$ cat src/design/twbp_pkg.sv
// Shared types and constants for the 10-bit word / byte packer.
package twbp_pkg;

  localparam int WORD_W  = 10;
  localparam int BYTE_W  = 8;
  localparam int PHASE_W = 3;
  localparam int QDEPTH  = 3;
  localparam int QCNT_W  = 2;

  // Last phase of a group in each mode.
  localparam logic [PHASE_W-1:0] UNPACK_LAST_PH = 3'd4;
  localparam logic [PHASE_W-1:0] PACK_LAST_PH   = 3'd3;

  typedef enum logic {
    DIR_UNPACK = 1'b0,
    DIR_PACK   = 1'b1
  } dir_t;

  typedef struct packed {
    logic [WORD_W-1:0] data_out;
    logic              last_of_run;
  } res_t;

endpackage

$ cat src/design/twbp_ifs.sv
// Channel interfaces: input items, result items and the configuration write.
interface twbp_in_if;
  logic                          valid;
  logic                          ready;
  logic [twbp_pkg::WORD_W-1:0]   data_in;
  logic                          restart;

  modport source (output valid, output data_in, output restart, input ready);
  modport sink   (input valid, input data_in, input restart, output ready);
endinterface

interface twbp_out_if;
  logic                          valid;
  logic                          ready;
  logic [twbp_pkg::WORD_W-1:0]   data_out;
  logic                          last_of_run;

  modport source (output valid, output data_out, output last_of_run, input ready);
  modport sink   (input valid, input data_out, input last_of_run, output ready);
endinterface

interface twbp_cfg_if;
  logic valid;
  logic ready;
  logic direction;

  modport source (output valid, output direction, input ready);
  modport sink   (input valid, input direction, output ready);
endinterface

$ cat src/design/ten_bit_word_byte_packer.sv
// Top level: streaming gearbox between 10-bit words and bytes (four words to five bytes).
// A result is registered into the result queue and is valid on out_ch once those before it are taken.
// Throughput: one input transaction per cycle while at most one result is queued; a pack
//   group's fourth word puts two bytes in the three-entry queue and stalls the input.
// Reset (rst_n low, synchronous): direction = unpack, phase and residual cleared,
//   result queue emptied; in_ch and cfg_ch are not ready while reset is held.
module ten_bit_word_byte_packer (
  input  logic        clk,
  input  logic        rst_n,
  twbp_in_if.sink     in_ch,
  twbp_out_if.source  out_ch,
  twbp_cfg_if.sink    cfg_ch
);

  // Mode register and group state.
  twbp_pkg::dir_t                        dir_r;
  logic [twbp_pkg::PHASE_W-1:0]          phase_r, phase_nxt;
  logic [twbp_pkg::BYTE_W-1:0]           resid_r, resid_nxt;

  // Result queue: entry 0 is the head shown on out_ch.
  twbp_pkg::res_t                        q_r   [twbp_pkg::QDEPTH];
  twbp_pkg::res_t                        q_nxt [twbp_pkg::QDEPTH];
  logic [twbp_pkg::QCNT_W-1:0]           cnt_r, cnt_nxt, cnt_pop;

  logic                                  in_acc, out_pop;
  logic [1:0]                            n_res;
  twbp_pkg::res_t                        res0, res1;
  logic [twbp_pkg::PHASE_W-1:0]          ph;
  logic [twbp_pkg::BYTE_W-1:0]           b;
  logic [twbp_pkg::WORD_W-1:0]           d;
  logic [twbp_pkg::WORD_W-1:0]           resid_w;

  // Accept input only with room for two results, so a result waiting on
  // out_ch never blocks the next item.
  assign in_ch.ready  = rst_n && (cnt_r <= 2'd1);
  assign cfg_ch.ready = rst_n;
  assign in_acc       = in_ch.valid && in_ch.ready;
  assign out_pop      = out_ch.valid && out_ch.ready;

  assign out_ch.valid       = (cnt_r != '0);
  assign out_ch.data_out    = q_r[0].data_out;
  assign out_ch.last_of_run = q_r[0].last_of_run;

  assign d       = in_ch.data_in;
  assign b       = in_ch.data_in[twbp_pkg::BYTE_W-1:0];
  assign resid_w = {2'b00, resid_r};

  // Gearbox: one pass per item, picking the bit slices for the current phase.
  always_comb begin
    ph        = in_ch.restart ? '0 : phase_r;
    n_res     = 2'd1;
    res0      = '{data_out: '0, last_of_run: 1'b1};
    res1      = '{data_out: '0, last_of_run: 1'b1};
    resid_nxt = '0;
    phase_nxt = '0;
    if (dir_r == twbp_pkg::DIR_UNPACK) begin
      // An out-of-range phase restarts the group.
      if (ph > twbp_pkg::UNPACK_LAST_PH) begin
        ph = '0;
      end
      case (ph)
        3'd0: begin
          // First byte of a group only fills the residual.
          n_res     = 2'd0;
          resid_nxt = b;
        end
        3'd1: begin
          res0.data_out = {b[1:0], 8'h00} | resid_w;
          resid_nxt     = {2'b00, b[7:2]};
        end
        3'd2: begin
          res0.data_out = {b[3:0], 6'h00} | resid_w;
          resid_nxt     = {4'h0, b[7:4]};
        end
        3'd3: begin
          res0.data_out = {b[5:0], 4'h0} | resid_w;
          resid_nxt     = {6'h00, b[7:6]};
        end
        default: begin
          res0.data_out = {b, 2'b00} | resid_w;
          resid_nxt     = '0;
        end
      endcase
      phase_nxt = (ph >= twbp_pkg::UNPACK_LAST_PH) ? '0 : ph + 3'd1;
    end else begin
      if (ph > twbp_pkg::PACK_LAST_PH) begin
        ph = '0;
      end
      case (ph)
        3'd0: begin
          res0.data_out = {2'b00, d[7:0]};
          resid_nxt     = {6'h00, d[9:8]};
        end
        3'd1: begin
          res0.data_out = {2'b00, {d[5:0], 2'b00} | resid_r};
          resid_nxt     = {4'h0, d[9:6]};
        end
        3'd2: begin
          res0.data_out = {2'b00, {d[3:0], 4'h0} | resid_r};
          resid_nxt     = {2'b00, d[9:4]};
        end
        default: begin
          // Fourth word closes the group with two bytes.
          n_res            = 2'd2;
          res0.data_out    = {2'b00, {d[1:0], 6'h00} | resid_r};
          res0.last_of_run = 1'b0;
          res1.data_out    = {2'b00, d[9:2]};
          resid_nxt        = '0;
        end
      endcase
      phase_nxt = (ph >= twbp_pkg::PACK_LAST_PH) ? '0 : ph + 3'd1;
    end
  end

  // Queue update: drop the head on a pop, then append new results behind.
  always_comb begin
    cnt_pop = cnt_r - {1'b0, out_pop};
    for (int i = 0; i < twbp_pkg::QDEPTH; i++) begin
      q_nxt[i] = q_r[i];
    end
    if (out_pop) begin
      for (int i = 0; i < twbp_pkg::QDEPTH - 1; i++) begin
        q_nxt[i] = q_r[i + 1];
      end
    end
    cnt_nxt = cnt_pop;
    if (in_acc) begin
      for (int i = 0; i < twbp_pkg::QDEPTH; i++) begin
        if ((n_res != 2'd0) && (twbp_pkg::QCNT_W'(i) == cnt_pop)) begin
          q_nxt[i] = res0;
        end
        if ((n_res == 2'd2) && (3'(i) == {1'b0, cnt_pop} + 3'd1)) begin
          q_nxt[i] = res1;
        end
      end
      cnt_nxt = cnt_pop + n_res;
    end
  end

  // Control state.
  always_ff @(posedge clk) begin
    if (!rst_n) begin
      dir_r   <= twbp_pkg::DIR_UNPACK;
      phase_r <= '0;
      resid_r <= '0;
      cnt_r   <= '0;
    end else begin
      if (cfg_ch.valid && cfg_ch.ready) begin
        dir_r <= twbp_pkg::dir_t'(cfg_ch.direction);
      end
      if (in_acc) begin
        phase_r <= phase_nxt;
        resid_r <= resid_nxt;
      end
      cnt_r <= cnt_nxt;
    end
  end

  // Result payload, no reset needed.
  always_ff @(posedge clk) begin
    for (int i = 0; i < twbp_pkg::QDEPTH; i++) begin
      q_r[i] <= q_nxt[i];
    end
  end

endmodule

$ cat src/flat_wrapper.sv
// flat-port wrapper written by rule: the top's interface ports become plain ports
module ten_bit_word_byte_packer_flat 
  (clk, rst_n, in_ch_valid, in_ch_data_in, in_ch_restart, in_ch_ready, out_ch_valid, out_ch_data_out, out_ch_last_of_run, out_ch_ready, cfg_ch_valid, cfg_ch_direction, cfg_ch_ready);
  twbp_in_if in_ch_i ();
  twbp_out_if out_ch_i ();
  twbp_cfg_if cfg_ch_i ();
  input  logic clk;
  input  logic rst_n;
  input wire logic [$bits(in_ch_i.valid)-1:0] in_ch_valid;
  input wire logic [$bits(in_ch_i.data_in)-1:0] in_ch_data_in;
  input wire logic [$bits(in_ch_i.restart)-1:0] in_ch_restart;
  output wire logic [$bits(in_ch_i.ready)-1:0] in_ch_ready;
  output wire logic [$bits(out_ch_i.valid)-1:0] out_ch_valid;
  output wire logic [$bits(out_ch_i.data_out)-1:0] out_ch_data_out;
  output wire logic [$bits(out_ch_i.last_of_run)-1:0] out_ch_last_of_run;
  input wire logic [$bits(out_ch_i.ready)-1:0] out_ch_ready;
  input wire logic [$bits(cfg_ch_i.valid)-1:0] cfg_ch_valid;
  input wire logic [$bits(cfg_ch_i.direction)-1:0] cfg_ch_direction;
  output wire logic [$bits(cfg_ch_i.ready)-1:0] cfg_ch_ready;
  assign in_ch_i.valid = in_ch_valid;
  assign in_ch_i.data_in = in_ch_data_in;
  assign in_ch_i.restart = in_ch_restart;
  assign in_ch_ready = in_ch_i.ready;
  assign out_ch_valid = out_ch_i.valid;
  assign out_ch_data_out = out_ch_i.data_out;
  assign out_ch_last_of_run = out_ch_i.last_of_run;
  assign out_ch_i.ready = out_ch_ready;
  assign cfg_ch_i.valid = cfg_ch_valid;
  assign cfg_ch_i.direction = cfg_ch_direction;
  assign cfg_ch_ready = cfg_ch_i.ready;
  ten_bit_word_byte_packer u_core (.clk(clk), .rst_n(rst_n), .in_ch(in_ch_i), .out_ch(out_ch_i), .cfg_ch(cfg_ch_i));
endmodule
$ cat config.mk
export PLATFORM = sky130hd
export DESIGN_NAME = ten_bit_word_byte_packer_flat
export DESIGN_NICKNAME = d
export VERILOG_FILES = /design/src/design/twbp_pkg.sv /design/src/design/twbp_ifs.sv /design/src/design/ten_bit_word_byte_packer.sv /design/src/flat_wrapper.sv
export SDC_FILE = /design/constraint.sdc
export NUM_CORES = 1
export LEC_CHECK = 0
export CORE_MARGIN = 4
export CORE_UTILIZATION = 62
export CTS_CLUSTER_DIAMETER = 80
export DETAILED_ROUTE_END_ITERATION = 8
export DONT_BUFFER_PORTS = 1
export HOLD_SLACK_MARGIN = 0.03
export PLACE_DENSITY = 0.76
export SYNTH_ARGS = -nofsm -noshare
export SYNTH_HDL_FRONTEND = slang
export SYNTH_SLANG_ARGS = --single-unit
$ cat constraint.sdc
create_clock -name clk -period 9.67 [get_ports clk]
set_clock_uncertainty 0.05 [all_clocks]
set_input_delay 1.4505 -clock clk [delete_from_list [all_inputs] [get_ports clk]]
set_output_delay 1.4505 -clock clk [all_outputs]
set_load 0.02 [all_outputs]
Yosys cells after proc, flatten, opt, wreduce, memory -nomap -nowiden
Memory sizes are Yosys's and may differ from the RTL's.
Cells that the tools add are included.
{ "word_totals": {"out_inout_bits": 14, "mem_count": 1, "inputBits": 17, "ramBits": 33, "register_bits": 14, "word_cells": 79} }
{ "classes": {"order_cmp": 5, "bitwise": 7, "mux": 30, "addsub": 5, "n_eq_ne": 10, "reduce_logical": 17} }
{ "mem_list": {"columns": ["name", "depth", "width", "rd", "rd_ports_with_merged_regs", "write_ports", "line", "text"], "rows": [
  ["u_core.q_r", 3, 11, 3, 0, 3, "ten_bit_word_byte_packer.sv:21", "twbp_pkg::res_t q_r [twbp_pkg::QDEPTH];"]
]} }
{ "ops": {"columns": ["operator", "n"], "rows": [
  ["11-bit two-way mux", 6],
  ["10-bit by 8-bit bitwise OR with 10-bit output", 4],
  ["10-bit one-hot mux with 4 select lines", 1],
  ["33-bit two-way mux", 1],
  ["8-bit one-hot mux with 4 select lines", 1],
  ["3-bit two-way mux", 8],
  ["8-bit bitwise OR", 3],
  ["8-bit one-hot mux with 3 select lines", 1],
  ["22-bit two-way mux", 1],
  ["10-bit two-way mux", 2],
  ["6-bit one-hot mux with 3 select lines", 1],
  ["8-bit two-way mux", 2],
  ["1-bit logical AND", 10],
  ["3-bit by 2-bit == test with 1-bit output, second input constant", 3],
  ["3-bit logical NOT", 3],
  ["3-bit by 1-bit adder with 3-bit output, second input constant", 2],
  ["3-bit by 1-bit == test with 1-bit output, second input constant", 2],
  ["2-bit two-way mux", 3],
  ["2-bit nonzero test", 2],
  ["2-bit by 1-bit adder with 3-bit output, second input constant", 1],
  ["1-bit by 3-bit == test with 1-bit output, first input constant", 1],
  ["2-bit by 3-bit == test with 1-bit output, first input constant", 1],
  ["3-bit by 2-bit greater-or-equal comparator with 1-bit output, second input constant", 1],
  ["3-bit greater-or-equal comparator, second input constant", 1],
  ["other kinds (11)", 13]
]} }

Depth between registers and ports, before layout
{ "logic_depth": {"depth_word": 13, "ltp_mapped": 11, "depth_no_buf": 10} }

Worst setup path before layout
Ideal clock, no wire load.
{ "synth_timing": {"kind": "input-to-reg", "from": "in in_ch_restart", "to": "mem u_core.q_r[0][22] (netlist name), enable pin", "path_slack_ps": 5567, "arrival_time_ps": 3671, "n_path_buf": 2, "path_stages": 9, "setup_ps": 383, "required_ps": 9237, "path_cell_list": "nor2_1 nand2_1 inv_1 ha_1 buf_2 nor4b_1 nand3_1 clkbuf_1 a21oi_1"} }
{ "synth_rtl": {"columns": ["item", "line", "text"], "rows": [
  ["from (decl)", "flat_wrapper.sv:11", "input wire logic [$bits(in_ch_i.restart)-1:0] in_ch_restart;"],
  ["to (decl)", "ten_bit_word_byte_packer.sv:21", null]
]} }

==> run_results.csv <==
group,metric,value,unit
outcome,outcome,"completed",
critical_path,required,9550,ps
global_routing,grt_max_degree,29,
global_routing,met1_usage,33.7,%
min_path,hold_class,"reg -> reg",
timing,max_freq,221,MHz
logic_synthesis,async_flop_share,0,%
logic_synthesis,yosys_warnings,0,
critical_path,slowest_delay,910,ps
critical_path,path_class,"in -> reg",
clock_tree,htreeDepth,2,
power,sw_frac_of_total,38.1,%
logic_synthesis,synth_edf_count,11,
critical_path,crit_chain,"nor2_1, nand2_1, inv_1, ha_1, nor4b_1, nand3_1, a21oi_1",
power,power_per_cell_area,234,nW/um^2
clock_tree,ctsHoldBuffers,0,
drt,postRouteAntennaNets,0,
global_routing,grt_usage,24.6,%
drt,first_iter_violations,285,
final_layout,final_layout_size_suffix_gt1_share,7.62,%
die,start_util,64.2,%
timing,rsz0062_at_grt,"no",
clock_tree,insertion_delay,300,ps
clock_tree,root_buffer,"clkbuf_8",
global_routing,antenna_found_initial,0,
logic_synthesis,mappedNetlistArea,3030,sq um
drt,drc_errors,0,
critical_path,crit_buf_inv,1,
logic_synthesis,avgSynthCellArea,8.84,sq um
die,rows,25,
clock_tree,path_clk_slew,90,ps
flow_run,cap_violations,0,
place,port_buffers,0,
drt,viasPerCell,6.70,
clock_tree,cts_tree,"done",
place,hpwl,5.25,mm
final_layout,final_util,64.1,%
drt,drt_wl_total,7.33,mm
logic_synthesis,seq_area_frac_synth,34.7,%
logic_synthesis,synth-main-ff-cell,"dfxtp_1",
logic_synthesis,synth.ff_latch_count,47,
critical_path,arrival,4400,ps
drt,vias,2559,
timing,final.setup.tns,0,ps
critical_path,crit_fanout,17,
logic_synthesis,synthesis.instances,343,
die,ios,31,
global_routing,use_met3,3.60,%
power,switchingPower,0.270,mW
power,ir_drop,0.000119,V
critical_path,crit_family,"simple AND/OR/NAND/NOR gates",
timing,slew_headroom,33.2,%
logic_synthesis,synth_cell_types,59,
die,fp.dieH,77.9,um
die,coreArea,4720,sq um
global_routing,grt_busiest_layer,"met2",
power,power_frac_clock,17.9,%
die,die_area,6070,sq um
critical_path,worst-r2r-setup-slack,5880,ps
global_routing,gr-usage-met2,39.8,%
critical_path,crit_path_end_kind,"register",
place,routabilityCongestion,0.927,
global_routing,grt_pass1_wl,12.0,mm
timing,slew_viol_final,0,
final_layout,area_growth,-0.0827,%
global_routing,gr-total-overflow,0,
clock_tree,numCtsBuffers,5,
die,fp.dieW,77.9,um
timing,setup_viol,0,
power,power_frac_seq,46.7,%
timing,min_period_over_period,46.7,%
drt,firstDrtPassIters,5,
power,combPwrFrac,35.4,%
final_layout,antennaDiodeCount,0,
power,p_leak,1.29,nW
clock_tree,ctsResizeCount,0,
clock_tree,cts_num_sinks,47,
timing,finalHoldViolations,0,
drt,wl_per_cell,19.2,um
clock_tree,cts_setup_buffers,0,
timing,tightest_slew,1000,ps
timing,finalCriticalPeriod,4520,ps
clock_tree,cts_buffer_depth,2,
final_layout,nets,345,
critical_path,cp_slowest_cell,"a21oi_1",
critical_path,startpoint_type,"input pin",
power,internal_power,0.438,mW
global_routing,grt_pass1_vias,2335,
placed cells by master, fill, tap and decap left out, types with 3 or more instances in the layout:
master	count
a21o_1	3
a21oi_1	18
a221o_1	3
a222oi_1	8
a22o_1	3
a22oi_1	6
a32oi_1	6
clkbuf_8	6
dfxtp_1	36
edfxtp_1	11
ha_1	14
inv_1	15
mux2_2	5
mux2i_1	29
nand2_1	29
nand3_1	15
nor2_1	14
nor3_1	7
o211ai_1	5
o21a_1	4
o21ai_0	27
o221ai_1	5
or3_1	4
logic make-up after synthesis:
family	count (synthesis)	share of synthesized area [%]
compound gates	102	23.3
fa+ha+maj	14	5.78
xor+xnor	3	0.867
simple gates	88	15.2
buf+inv	54	8.59
mux	34	11.4
flops	47	34.7
other cells	1	0.124
synth_stat cells (7+ instances only):
library cell  number  area share [%]
mux2i_1           29             9.6
nor2_1            14             1.7
nor3_1             7             1.2
buf_4             11             2.7
dfxtp_1           36              24
o21ai_0           27             4.5
clkbuf_1          23             2.8
a222oi_1           8             2.6
edfxtp_1          11              11
a21oi_1           18             3.0
inv_1             15             1.9
nand2_1           29             3.6
nand3_1           15             2.5
ha_1              14             5.8
tightest hold or removal path, cell delays in order (launching register included):
cell     delay, ps
dfxtp_1        330
nand3_1         60
o21ai_0         70
power groups by stage:
stage	registers (mW)	logic [mW]	clock network, mW
finish	0.331	0.251	0.127
global route	0.339	0.278	0.137
CTS	0.332	0.249	0.130
detailed placement	0.337	0.248	0
global placement	0.334	0.242	0
floorplan	0.296	0.271	0
final timing paths:
kind,from,endpoint,cells after the start
setup / recovery,in_ch_restart,u_core.q_r[0][30],7
setup reg to reg,u_core.phase_r[2],u_core.q_r[0][30],7
hold / removal,u_core.resid_r[0],u_core.resid_r[0],2
hold reg to reg,u_core.resid_r[0],u_core.resid_r[0],2
layer usage:
metal	share of wire, %	vias up
met5	0	-
met3	9.2	11
met2	46	134
met4	1.3	0
met1	43	1207
li1	-	1207
registers in the layout, summed over array words and instances (netlist names):
signal / flops
u_core.q_r: 33
u_core.cnt_r: 2
u_core.dir_r: 1
u_core.resid_r: 8
u_core.phase_r: 3
through the flow:
stage	area (sq um)	power [mW]	cells	worst slack (ps)	hold slack, ps
6_report	3030	0.709	382	5150	458
5_1_grt	3030	0.754	382	4910	488
4_1_cts	3030	0.711	382	5210	455
3_5_place_dp	2930	0.584	374	4920	442
3_3_place_gp	2930	0.576	374	5040	431
2_1_floorplan	3030	0.567	344	5570	414
final cells by class:
cell class,instances,area (sq um)
clock buffers,6,82.6
fillers,405,1700
multi-input cells,243,1730
repair buffers,1,7.51
clock inverters,2,16.3
inverters,16,60.1
flip-flops and latches,47,1050
well taps,67,83.8
No activity file was read; power rests on OpenSTA's default activity.
